[config.mk]
export PLATFORM = sky130hd
export DESIGN_NAME = response_frame_checker_core
export DESIGN_NICKNAME = d
export VERILOG_FILES = /design/src/rtl/rfc_pkg.sv /design/src/rtl/rfc_front.sv /design/src/rtl/rfc_queue.sv /design/src/rtl/rfc_back.sv /design/src/rtl/response_frame_checker_core.sv
export VERILOG_INCLUDE_DIRS = /design/src /design/src/rtl
export SDC_FILE = /design/constraint.sdc
export NUM_CORES = 1
export LEC_CHECK = 0
export BUFFER_PORTS_ARGS = -buffer_cell sky130_fd_sc_hd__buf_2
export CORE_ASPECT_RATIO = 0.7
export CORE_MARGIN = 2
export CORE_UTILIZATION = 40
export CTS_BUF_LIST = sky130_fd_sc_hd__clkbuf_4
export DETAILED_ROUTE_END_ITERATION = 7
export GPL_ROUTABILITY_DRIVEN = 1
export SYNTH_ARGS = -nofsm -noshare
export SYNTH_HDL_FRONTEND = slang
export SYNTH_SLANG_ARGS = --single-unit
export TNS_END_PERCENT = 100
[constraint.sdc]
create_clock -name clk -period 5.8 [get_ports clk]
set_input_delay 0.58 -clock clk [delete_from_list [all_inputs] [get_ports clk]]
set_output_delay 0.58 -clock clk [all_outputs]
set_load 0.1 [all_outputs]
[src/rtl/assert_macros.svh]
// Assertion helpers for the checker core.
`ifndef ASSERT_MACROS_SVH
`define ASSERT_MACROS_SVH
`ifndef SYNTHESIS
`define ASSERT_IMPL(label, clk, rst, ante, cons) \
  label: assert property (@(posedge clk) disable iff (rst) (ante) |-> (cons)) \
    else $error("assertion failed");
`define ASSERT_NEXT(label, clk, rst, ante, cons) \
  label: assert property (@(posedge clk) disable iff (rst) (ante) |=> (cons)) \
    else $error("assertion failed");
`else
`define ASSERT_IMPL(label, clk, rst, ante, cons)
`define ASSERT_NEXT(label, clk, rst, ante, cons)
`endif
`endif

[src/rtl/rfc_pkg.sv]
package rfc_pkg;

  localparam logic [7:0] HDR0 = 8'h46;
  localparam logic [7:0] HDR1 = 8'hB9;
  localparam logic [7:0] HDR2 = 8'h68;
  localparam logic [7:0] HDR3 = 8'h00;
  localparam logic [7:0] MIN_LEN = 8'd5;

  localparam logic [8:0] POS_HDR0 = 9'd0;
  localparam logic [8:0] POS_HDR1 = 9'd1;
  localparam logic [8:0] POS_HDR2 = 9'd2;
  localparam logic [8:0] POS_HDR3 = 9'd3;
  localparam logic [8:0] POS_LEN = 9'd4;
  localparam logic [8:0] POS_BODY = 9'd5;

  localparam logic [8:0] MAX_LEN_RESET = 9'd256;
  localparam logic [8:0] LEN_OVERHEAD = 9'd2;

  localparam logic [2:0] ST_OK = 3'd0;
  localparam logic [2:0] ST_BAD_HEADER = 3'd1;
  localparam logic [2:0] ST_BAD_LENGTH = 3'd2;
  localparam logic [2:0] ST_TOO_LONG = 3'd3;
  localparam logic [2:0] ST_CHECKSUM = 3'd4;

  typedef struct packed {
    logic       status;
    logic [7:0] data;
    logic [7:0] offset;
    logic [2:0] code;
    logic [7:0] len;
  } rfc_entry_t;

  typedef struct packed {
    logic       valid;
    rfc_entry_t entry;
  } rfc_word_t;

endpackage

[src/rtl/rfc_front.sv]
module rfc_front (
  input  logic             clk,
  input  logic             rst,
  input  logic             accept,
  input  logic [7:0]       rx_byte,
  input  logic             cfg_write,
  input  logic [8:0]       cfg_data,
  output rfc_pkg::rfc_word_t word
);
  import rfc_pkg::*;

  logic [8:0] max_len, pos, pos_next;
  logic [7:0] length_value, length_value_next;
  logic [7:0] running_sum, running_sum_next;
  logic       sum_matched, sum_matched_next;
  logic       header_ok, header_ok_next;
  logic [8:0] len_ext, body_off;

  assign len_ext  = {1'b0, length_value};
  assign body_off = pos - POS_BODY;

  always_comb begin
    pos_next          = pos;
    length_value_next = length_value;
    running_sum_next  = running_sum;
    sum_matched_next  = sum_matched;
    header_ok_next    = header_ok;
    word              = '0;
    word.entry.len    = length_value;
    if (accept) begin
      if (pos == POS_HDR0) begin
        header_ok_next   = (rx_byte == HDR0);
        running_sum_next = '0;
        sum_matched_next = 1'b0;
        pos_next         = POS_HDR1;
      end else if (pos == POS_HDR1) begin
        header_ok_next = header_ok & (rx_byte == HDR1);
        pos_next       = POS_HDR2;
      end else if (pos == POS_HDR2) begin
        header_ok_next   = header_ok & (rx_byte == HDR2);
        running_sum_next = rx_byte;
        pos_next         = POS_HDR3;
      end else if (pos == POS_HDR3) begin
        header_ok_next   = header_ok & (rx_byte == HDR3);
        running_sum_next = running_sum + rx_byte;
        pos_next         = POS_LEN;
      end else if (pos == POS_LEN) begin
        length_value_next = rx_byte;
        running_sum_next  = running_sum + rx_byte;
        word.entry.len    = rx_byte;
        word.entry.status = 1'b1;
        pos_next          = POS_HDR0;
        // header error wins over length and size checks
        if (!header_ok) begin
          word.valid      = 1'b1;
          word.entry.code = ST_BAD_HEADER;
        end else if (rx_byte < MIN_LEN) begin
          word.valid      = 1'b1;
          word.entry.code = ST_BAD_LENGTH;
        end else if (({1'b0, rx_byte} + LEN_OVERHEAD) > max_len) begin
          word.valid      = 1'b1;
          word.entry.code = ST_TOO_LONG;
        end else begin
          word.entry.status = 1'b0;
          pos_next          = POS_BODY;
        end
      end else if (pos < len_ext) begin
        running_sum_next  = running_sum + rx_byte;
        word.valid        = 1'b1;
        word.entry.data   = rx_byte;
        word.entry.offset = body_off[7:0];
        pos_next          = pos + 9'd1;
      end else if (pos == len_ext) begin
        sum_matched_next = (running_sum == rx_byte);
        pos_next         = pos + 9'd1;
      end else if (pos == len_ext + 9'd1) begin
        // end byte: value ignored, closes the frame
        word.valid        = 1'b1;
        word.entry.status = 1'b1;
        word.entry.code   = sum_matched ? ST_OK : ST_CHECKSUM;
        pos_next          = POS_HDR0;
      end else begin
        pos_next = POS_HDR0;
      end
    end
  end

  always_ff @(posedge clk) begin
    if (rst) begin
      max_len      <= MAX_LEN_RESET;
      pos          <= POS_HDR0;
      length_value <= '0;
      running_sum  <= '0;
      sum_matched  <= 1'b0;
      header_ok    <= 1'b0;
    end else begin
      if (cfg_write) begin
        max_len <= cfg_data;
      end
      pos          <= pos_next;
      length_value <= length_value_next;
      running_sum  <= running_sum_next;
      sum_matched  <= sum_matched_next;
      header_ok    <= header_ok_next;
    end
  end

endmodule

[src/rtl/rfc_queue.sv]
module rfc_queue #(
  parameter int DEPTH = 4
) (
  input  logic              clk,
  input  logic              rst,
  input  rfc_pkg::rfc_word_t wr,
  output logic              full,
  output rfc_pkg::rfc_word_t rd,
  input  logic              rd_take
);
  import rfc_pkg::*;

  localparam int PW = (DEPTH > 1) ? $clog2(DEPTH) : 1;
  localparam int CW = $clog2(DEPTH + 1);
  localparam logic [PW-1:0] LAST = PW'(DEPTH - 1);
  localparam logic [CW-1:0] FULL_CNT = CW'(DEPTH);

  rfc_entry_t    mem [DEPTH];
  logic [PW-1:0] wr_ptr, rd_ptr;
  logic [CW-1:0] count;
  logic          do_wr, do_rd;

  assign full     = (count == FULL_CNT);
  assign do_wr    = wr.valid && !full;
  assign do_rd    = rd_take && (count != '0);
  assign rd.valid = (count != '0);
  assign rd.entry = mem[rd_ptr];

  always_ff @(posedge clk) begin
    if (do_wr) begin
      mem[wr_ptr] <= wr.entry;
    end
  end

  always_ff @(posedge clk) begin
    if (rst) begin
      wr_ptr <= '0;
      rd_ptr <= '0;
      count  <= '0;
    end else begin
      if (do_wr) begin
        wr_ptr <= (wr_ptr == LAST) ? '0 : wr_ptr + PW'(1);
      end
      if (do_rd) begin
        rd_ptr <= (rd_ptr == LAST) ? '0 : rd_ptr + PW'(1);
      end
      if (do_wr && !do_rd) begin
        count <= count + CW'(1);
      end else if (do_rd && !do_wr) begin
        count <= count - CW'(1);
      end
    end
  end

endmodule

[src/rtl/rfc_back.sv]
module rfc_back (
  input  logic              clk,
  input  logic              rst,
  input  rfc_pkg::rfc_word_t rd,
  output logic              rd_take,
  output logic              empty,
  input  logic              pop,
  output logic [7:0]        body_byte,
  output logic [7:0]        body_offset,
  output logic              is_status,
  output logic [2:0]        frame_status,
  output logic [8:0]        frame_length
);
  import rfc_pkg::*;

  logic out_valid;

  assign empty   = !out_valid;
  assign rd_take = rd.valid && (!out_valid || pop);

  always_ff @(posedge clk) begin
    if (rst) begin
      out_valid <= 1'b0;
    end else if (!out_valid || pop) begin
      out_valid <= rd.valid;
    end
  end

  // output word: zero the fields that do not belong to the word's kind
  always_ff @(posedge clk) begin
    if (rd_take) begin
      is_status <= rd.entry.status;
      if (rd.entry.status) begin
        body_byte    <= '0;
        body_offset  <= '0;
        frame_status <= rd.entry.code;
        frame_length <= {1'b0, rd.entry.len} + LEN_OVERHEAD;
      end else begin
        body_byte    <= rd.entry.data;
        body_offset  <= rd.entry.offset;
        frame_status <= ST_OK;
        frame_length <= '0;
      end
    end
  end

endmodule

[src/rtl/response_frame_checker_core.sv]
// Reply frame checker core.
// Input side is a queue write port: drive rx_byte with push; a byte is taken
// on a clock edge with push high and full low. Output side is a queue read
// port: while empty is low the oldest result word is on the output ports and
// pop takes it.
// Each frame (46 B9 68 00 L ... checksum end) yields one word per command or
// data byte (body_byte, body_offset) and then a single status word
// (is_status, frame_status, frame_length = L+2). Header, length and size
// errors are reported on the length byte and the parser then waits for a
// new header.
// Throughput: one byte per cycle while full is low; the front parser does the
// per-byte compare and sum. A result word is written into the queue when the
// byte that causes it is taken, then moves on through the output register.
// A queue of QUEUE_DEPTH words plus the output register sits between parser
// and output; when the receiver stops popping, full rises once it fills.
// cfg_write/cfg_data set max_frame_length (reset 256); write only when idle.
// rst (synchronous) resets the parser, queue, output and max_frame_length.
module response_frame_checker_core #(
  parameter int QUEUE_DEPTH = 4
) (
  input  logic       clk,
  input  logic       rst,
  input  logic       push,
  output logic       full,
  input  logic [7:0] rx_byte,
  input  logic       cfg_write,
  input  logic [8:0] cfg_data,
  output logic       empty,
  input  logic       pop,
  output logic [7:0] body_byte,
  output logic [7:0] body_offset,
  output logic       is_status,
  output logic [2:0] frame_status,
  output logic [8:0] frame_length
);
  import rfc_pkg::*;

  `include "assert_macros.svh"

  rfc_word_t wr_word, rd_word;
  logic      rd_take;

  rfc_front u_front (
    .clk       (clk),
    .rst       (rst),
    .accept    (push && !full),
    .rx_byte   (rx_byte),
    .cfg_write (cfg_write),
    .cfg_data  (cfg_data),
    .word      (wr_word)
  );

  rfc_queue #(
    .DEPTH (QUEUE_DEPTH)
  ) u_queue (
    .clk     (clk),
    .rst     (rst),
    .wr      (wr_word),
    .full    (full),
    .rd      (rd_word),
    .rd_take (rd_take)
  );

  rfc_back u_back (
    .clk          (clk),
    .rst          (rst),
    .rd           (rd_word),
    .rd_take      (rd_take),
    .empty        (empty),
    .pop          (pop),
    .body_byte    (body_byte),
    .body_offset  (body_offset),
    .is_status    (is_status),
    .frame_status (frame_status),
    .frame_length (frame_length)
  );

  `ASSERT_IMPL(a_body_clean, clk, rst, !empty && !is_status,
               frame_status == ST_OK && frame_length == 9'd0)
  `ASSERT_IMPL(a_ok_min_len, clk, rst, !empty && is_status && frame_status == ST_OK,
               frame_length >= 9'd7)
  `ASSERT_IMPL(a_status_code, clk, rst, !empty && is_status,
               frame_status <= ST_CHECKSUM)
  `ASSERT_NEXT(a_empty_at_reset, clk, 1'b0, rst, empty && !full)

endmodule

==> results of run 1 <==
cells by family (layout without fill, tap and decap cells):
logic type / count (synthesis) / after routing
DFF: 187 / 187
and+or+nand+nor: 228 / 228
buffers and inverters: 73 / 124
muxes: 48 / 48
AOI/OAI and AO/OA: 99 / 99
xor gates and xnor gates: 34 / 34
adders and majority gates: 40 / 40
power by group through the flow:
| stage | Combinational, mW | Sequential (mW) | Clock (mW) |
|---|---|---|---|
| after floorplan | 0.613 | 2.49 | 0 |
| after global placement | 1.66 | 1.72 | 0 |
| after detailed placement | 1.68 | 1.72 | 0 |
| after CTS | 1.69 | 1.69 | 0.789 |
| after global routing | 1.77 | 1.71 | 0.847 |
| final | 1.67 | 1.69 | 0.765 |
final timing paths:
path                                            start                                   to  slack (ps)  cells after the start
setup / recovery          u_front.pos[2]$_SDFFE_PP0P_        u_queue.count[2]$_SDFFE_PP0P_        1820                     12
hold / removal                            cfg_data[8]      u_front.max_len[8]$_SDFFE_PP1P_         200                      3
setup reg to reg          u_front.pos[2]$_SDFFE_PP0P_        u_queue.count[2]$_SDFFE_PP0P_        1820                     12
hold reg to reg   u_front.running_sum[6]$_SDFFE_PP0P_  u_front.running_sum[6]$_SDFFE_PP0P_         490                      2
cell usage after synthesis (3+ instances only):
cell / count
edfxtp_1: 141
nor2_1: 49
dfxtp_1: 46
nand2_1: 40
ha_1: 38
inv_1: 34
clkbuf_1: 30
mux4_2: 28
a21oi_1: 26
nand3_1: 24
and2_1: 21
nor2b_1: 21
xnor2_1: 20
mux2i_1: 18
nand4_1: 14
nor3_1: 14
xor2_1: 14
o21ai_0: 13
and3_1: 10
o21ai_1: 9
a21o_1: 7
buf_2: 7
nor4_1: 6
or3_1: 5
o2111ai_1: 4
a211oi_1: 3
nand3b_1: 3
nor3b_1: 3
o211ai_1: 3
o21bai_1: 3
critical path, stage by stage (launching register included):
cell	delay (ps)
dfxtp_1	740
ha_1	360
a21oi_1	120
o21ai_0	130
a21oi_1	670
nor2_2	160
a21oi_4	310
ha_1	250
inv_1	70
fa_1	440
xor2_1	190
or3_1	320
a21oi_1	140
cell type report:
class	instances	area, um2
flip-flops and latches	187	5156
clock inverters	13	163.9
well taps	282	352.8
inverters	34	127.6
repair buffers	58	305.3
clock buffers	19	142.6
fillers	1991	12040
multi-input cells	449	3556
sequential cells by signal, indices dropped and copies added (netlist names), named ones only:
name and count:
u_back.is_status 1, u_front.header_ok 1, u_front.max_len 9, u_back.out_valid 1
u_back.frame_status 3, u_front.running_sum 8, u_queue.count 3, u_back.body_byte 8
u_queue.rd_ptr 2, u_front.sum_matched 1, u_front.length_value 8, u_queue.mem 112
u_queue.wr_ptr 2, u_back.body_offset 8, u_back.frame_length 9, u_front.pos 9
stage by stage:
step / util [%] / worst slack [ps] / instance area, um2 / power (mW) / instances
CTS: 44.88 / 1888 / 9804 / 4.169 / 1042
floorplan: - / 1430 / 8994 / 3.107 / 709
detailed placement: 43.48 / 1558 / 9498 / 3.404 / 1010
global route: 44.88 / 1590 / 9804 / 4.322 / 1042
global placement: 43.48 / 1754 / 9498 / 3.375 / 1010
finish: 44.88 / 1824 / 9804 / 4.129 / 1042
metal layers:
metal / track usage (%) / part of all wire [%] / vias up
met5: 0 / 0 / -
met2: 28.70 / 46 / 166
met1: 24.94 / 47 / 2937
met4: 4.847 / 1.0 / 0
li1: - / - / 2700
met3: 3.766 / 5.9 / 16
cells in the final DEF (no fill, tap or decap), drive strengths merged, types with 15 or more instances in the layout:
cell / n
a21oi: 28
mux2i: 18
nor2b: 21
nor3: 15
buf: 58
nand2: 40
and2: 21
edfxtp: 141
nor2: 52
clkbuf: 19
ha: 38
o21ai: 22
mux4: 28
xnor2: 20
nand3: 25
dfxtp: 46
inv: 38
==> impl_metrics.yaml, run 1 <==
floorplan:
  die_h_um: 129.5
  core-area_um2: 21850
  rows: 45
  initial_core_util_pct: 41.17
  ios: 53
  dieArea_um2: 23720
  die_x_um: 183.2
yosys:
  synth_top_family_by_area: "simple AND/OR/NAND/NOR gates"
  synth_compound_area_share_pct: 7.596
  synthDominantCellAreaShare_pct: 47.08
  yosys_register_bits: 187
  synth_mux_area_share_pct: 9.307
  synth_edf_count: 141
  synthTopCellsByArea: "edfxtp_1, dfxtp_1, mux4_2, ha_1, nor2_1"
  yosysUniqueCellTypes: 68
  yosys.area_share.simple_pct: 13.47
  synth_fp_nets: 771
  synthCells: 709
  synth_top_cell_by_area: "edfxtp_1"
  yosys_most_used_dff: "edfxtp_1"
  yosysWarnings: 0
  synthArstFlopShare_pct: 0
  synthAdderAreaFrac_pct: 5.732
  synth-xor-area-share_pct: 3.311
  syn-cell-area_um2: 8994
  avgSynthCellArea_um2: 12.68
  synth_sequential_area_ratio_pct: 57.32
finish:
  num_antenna_cells: 0
  layout-drive-gt1-share_pct: 17.76
  syn_to_final_growth_pct: 9.015
  nNetsFinal: 809
pwr:
  leakagePower_nw: 3.546
  pwr-share-seq_pct: 41.0
  combPwrFrac_pct: 40.5
  p_switching_mw: 1.802
  peakVddDrop_mv: 0.3344
  power_density_nw_per_um2: 421.1
  sw_frac_of_total_pct: 43.65
  p_int_mw: 2.327
  clockPowerShare_pct: 18.5
worst_setup_path:
  cp_data_arrival_time_ps: 4480
  end_kind: "flip-flop"
  start_kind: "flip-flop"
  critPathKind: "flip-flop to flip-flop"
  crit_fanout: 16
  crit_required_ps: 6310
detailed_routing:
  route.detailed.drc: 0
  drt-initial-drc-count: 526
  wirelength_um: 20180
  num_vias: 5819
  first_pass_iters: 5
  wl_per_cell_um: 19.37
  ant_nets: 0
  viasPerCell: 5.584
global_routing:
  grt_pass1_vias: 5892
  gr-usage-all-layers_pct: 17.91
  grt_pass1_wl_um: 32120
  antenna_found_initial: 0
  gr-total-overflow: 0
  grt_max_degree: 32
clock_network:
  path_clk_slew_ps: 150
  htreeDepth: 4
  clock_sink_count: 187
  post_cts_buffers: 0
  clockBufferDepth: 2
  cts_resized: 0
  hold_buffers: 0
  tritoncts: "yes"
  numCtsBuffers: 17
  insertion_delay_ps: 590
  cts_root_buf: "clkbuf_4"
sta:
  holdWs_ps: 196.6
  final_max_slew_viol_count: 0
  maxSlewHeadroom_pct: 24.45
  skew_ps: 25.43
  fin_setup_tns_ps: 0
  max_freq_mhz: 251.5
  fin_crit_sh_pct: 68.56
  final_hold_viol_count: 0
  fin_crit_ps: 3976
  setup_viol: 0
  tightest_slew_ps: 1131
  rsz0062_at_grt: "no"
status:
  outcome: "complete, no violations"
placement:
  gp_congestion: 0.8648
  dp_hpwl_um: 13870
  io_buffers: 52
job:
  max_cap_viol_count: 0
min_path:
  hp-class: "primary input to flip-flop"
Note: power is estimated with default switching activity, not from simulation.
==> run 2, diff against run 1 <==
--- a/config.mk
+++ b/config.mk
@@ -6,6 +6,7 @@
 export SDC_FILE = /design/constraint.sdc
 export NUM_CORES = 1
 export LEC_CHECK = 0
+export ABC_AREA = 1
 export BUFFER_PORTS_ARGS = -buffer_cell sky130_fd_sc_hd__buf_2
 export CORE_ASPECT_RATIO = 0.7
 export CORE_MARGIN = 2
==> constraint.sdc (replaced) <==
create_clock -name clk -period 3.9 [get_ports clk]
set_input_delay 0.39 -clock clk [delete_from_list [all_inputs] [get_ports clk]]
set_output_delay 0.39 -clock clk [all_outputs]
set_load 0.1 [all_outputs]
==> impl_metrics.yaml, run 2 <==
status:
  outcome: "complete, no violations"
yosys:
  synthTopCellsByArea: "edfxtp_1, dfxtp_1, nand2_1, ha_1, o21ai_0"
  avgSynthCellArea_um2: 9.781
  syn-cell-area_um2: 9311
  synth_commonest_cells: "edfxtp_1, nand2_1, inv_1, nor2_1, o21ai_0"
  synth_edf_count: 141
  synthArstFlopShare_pct: 0
  synth_fp_nets: 1014
  synthCells: 952
  synthDominantCellAreaShare_pct: 45.47
  yosys_most_used_dff: "edfxtp_1"
  yosys_register_bits: 187
  yosysMostFrequentCell: "edfxtp_1"
  synth_sequential_area_ratio_pct: 55.36
  yosysUniqueCellTypes: 51
  synth_top_cell_by_area: "edfxtp_1"
  yosysWarnings: 0
clock_network:
  insertion_delay_ps: 610
  clock_sink_count: 187
  path_clk_slew_ps: 170
  tritoncts: "yes"
  numCtsBuffers: 17
  cts_root_buf: "clkbuf_4"
  clockBufferDepth: 2
  cts_resized: 0
  htreeDepth: 4
worst_setup_path:
  rrSetupSlack_ps: 700
  crit_fanout: 9
  start_kind: "flip-flop"
  critPathKind: "flip-flop to flip-flop"
  end_kind: "flip-flop"
  crit_required_ps: 4410
  cp_data_arrival_time_ps: 3710
sta:
  skew_ps: 28.54
  maxSlewHeadroom_pct: 41.48
  setup_ws_ps: 698.1
  fin_crit_ps: 3202
  final_max_slew_viol_count: 0
  rsz0062_at_grt: "no"
  fin_setup_tns_ps: 0
  final_hold_viol_count: 0
  max_freq_mhz: 312.3
  fin_crit_sh_pct: 82.10
  tightest_slew_ps: 876.8
  setup_viol: 0
detailed_routing:
  drt-initial-drc-count: 665
  wirelength_um: 21490
  route.detailed.drc: 0
  num_vias: 6724
  viasPerCell: 5.052
  ant_nets: 0
  wl_per_cell_um: 16.15
  first_pass_iters: 6
pwr:
  power_density_nw_per_um2: 632.9
  leakagePower_nw: 4.115
  peakVddDrop_mv: 0.4354
floorplan:
  initial_core_util_pct: 40.96
  die_x_um: 186.4
  ios: 53
  dieArea_um2: 24530
  die_h_um: 131.7
  rows: 46
  core-area_um2: 22730
finish:
  largest_reg_flops: 112
  mostFrequentLayoutCells: "edfxtp_1, nand2_1, inv_1"
  syn_to_final_growth_pct: 9.702
  nFillCells: 2163
  mostFrequentLayoutCell: "edfxtp_1"
  num_antenna_cells: 0
  layout-drive-gt1-share_pct: 16.78
  fin_area_um2: 10210
  nNetsFinal: 1069
  largest_register: "u_queue.mem"
  multi_input_area_um2: 3520
  seq_area_um2: 5155
global_routing:
  gr-usage-all-layers_pct: 18.13
  grt_pass1_vias: 6250
  grt_pass1_wl_um: 34400
  antenna_found_initial: 0
  grt_max_degree: 57
  gr-total-overflow: 0
placement:
  gp_congestion: 0.8981
  place_area_um2: 9917
  io_buffers: 52
  pre_cts_slack_ps: 274.7
  dp_hpwl_um: 14970
job:
  max_cap_viol_count: 0
min_path:
  hp-class: "primary input to flip-flop"
run 2: cell types whose count changed in the layout (fill, tap and decap cells not counted), moves of 13 or more:
cell     delta
nand2_2    +13
o21ai_0    +67
xnor2_1    -17
nor2b_1    -21
mux4_2     -28
inv_2      +18
nor2_1     +52
a21oi_1    +35
inv_1      +71
and2_1     -21
o22ai_1    +22
mux2i_1    -18
nand2_1    +95
run 2: what timing repair did:
| action | in CTS | in global routing |
|---|---|---|
| endpoints found under the setup margin | 0 | 0 |
| buffers inserted | 0 | 0 |
| endpoints found under the hold margin | 2 | 0 |
| hold buffers | 3 | 0 |
run 2: metrics by stage:
step | instances | util [%] | total power, mW | hold WS [ps]
finish | 1331 | 44.93 | 6.465 | 70.53
global route | 1331 | 44.93 | 6.820 | 36.04
CTS | 1331 | 44.93 | 6.526 | 24.10
detailed placement | 1297 | 43.62 | 5.471 | 445.6
global placement | 1297 | 43.62 | 5.465 | 441.4
floorplan | 952 | - | 4.894 | 427.4
run 2: final timing paths:
kind,start,end,depth (start not counted)
max,u_front.pos[0]$_SDFFE_PP0P_,u_queue.count[2]$_SDFFE_PP0P_,16
min,cfg_data[6],u_front.max_len[6]$_SDFFE_PP0P_,3
max reg2reg,u_front.pos[0]$_SDFFE_PP0P_,u_queue.count[2]$_SDFFE_PP0P_,16
min reg2reg,u_front.running_sum[4]$_SDFFE_PP0P_,u_front.running_sum[4]$_SDFFE_PP0P_,2
run 2: kinds of logic (layout without fill, tap and decap cells):
family / count (synthesis) / count (layout) / synth area share, %
and+or+nand+nor: 347 / 347 / 17.55
buffers and inverters: 159 / 226 / 7.108
AOI/OAI and AO/OA: 194 / 194 / 12.09
DFF: 187 / 187 / 55.36
xor gates and xnor gates: 25 / 25 / 2.352
adders and majority gates: 40 / 40 / 5.536
run 2: report_power, final:
group | switching (mW) | internal (mW) | total, mW
registers | 0.0832 | 2.46 | 2.55
clock network | 0.714 | 0.339 | 1.05
logic | 2.30 | 0.567 | 2.86
total | 3.09 | 3.37 | 6.46
run 2: worst max-delay path, stage by stage, from the launching register on:
cell and delay, ps:
dfxtp_1 490, inv_1 180, ha_1 330, nor2_1 110, nand3_1 80, nor3_1 350
nand3_1 120, nand2_1 170, nand2_4 120, inv_1 70, ha_1 130, inv_1 70
fa_1 430, a21oi_1 140, o21ai_0 110, o21ai_0 150, a21oi_1 50
run 2: routing by layer:
layer	up-vias	global-route usage, %	wire length [um]
met5	-	0	0
met4	0	4.000	207
met3	23	4.167	1357
met2	204	26.78	9180
met1	3141	26.94	10750
li1	3356	-	-
run 2: final cells by class:
class | instances | area share, %
clock buffers | 18 | 1.323
inverters | 127 | 4.838
well taps | 312 | 3.822
multi-input cells | 606 | 34.46
repair buffers | 68 | 3.797
flip-flops and latches | 187 | 50.47
clock inverters | 13 | 1.298
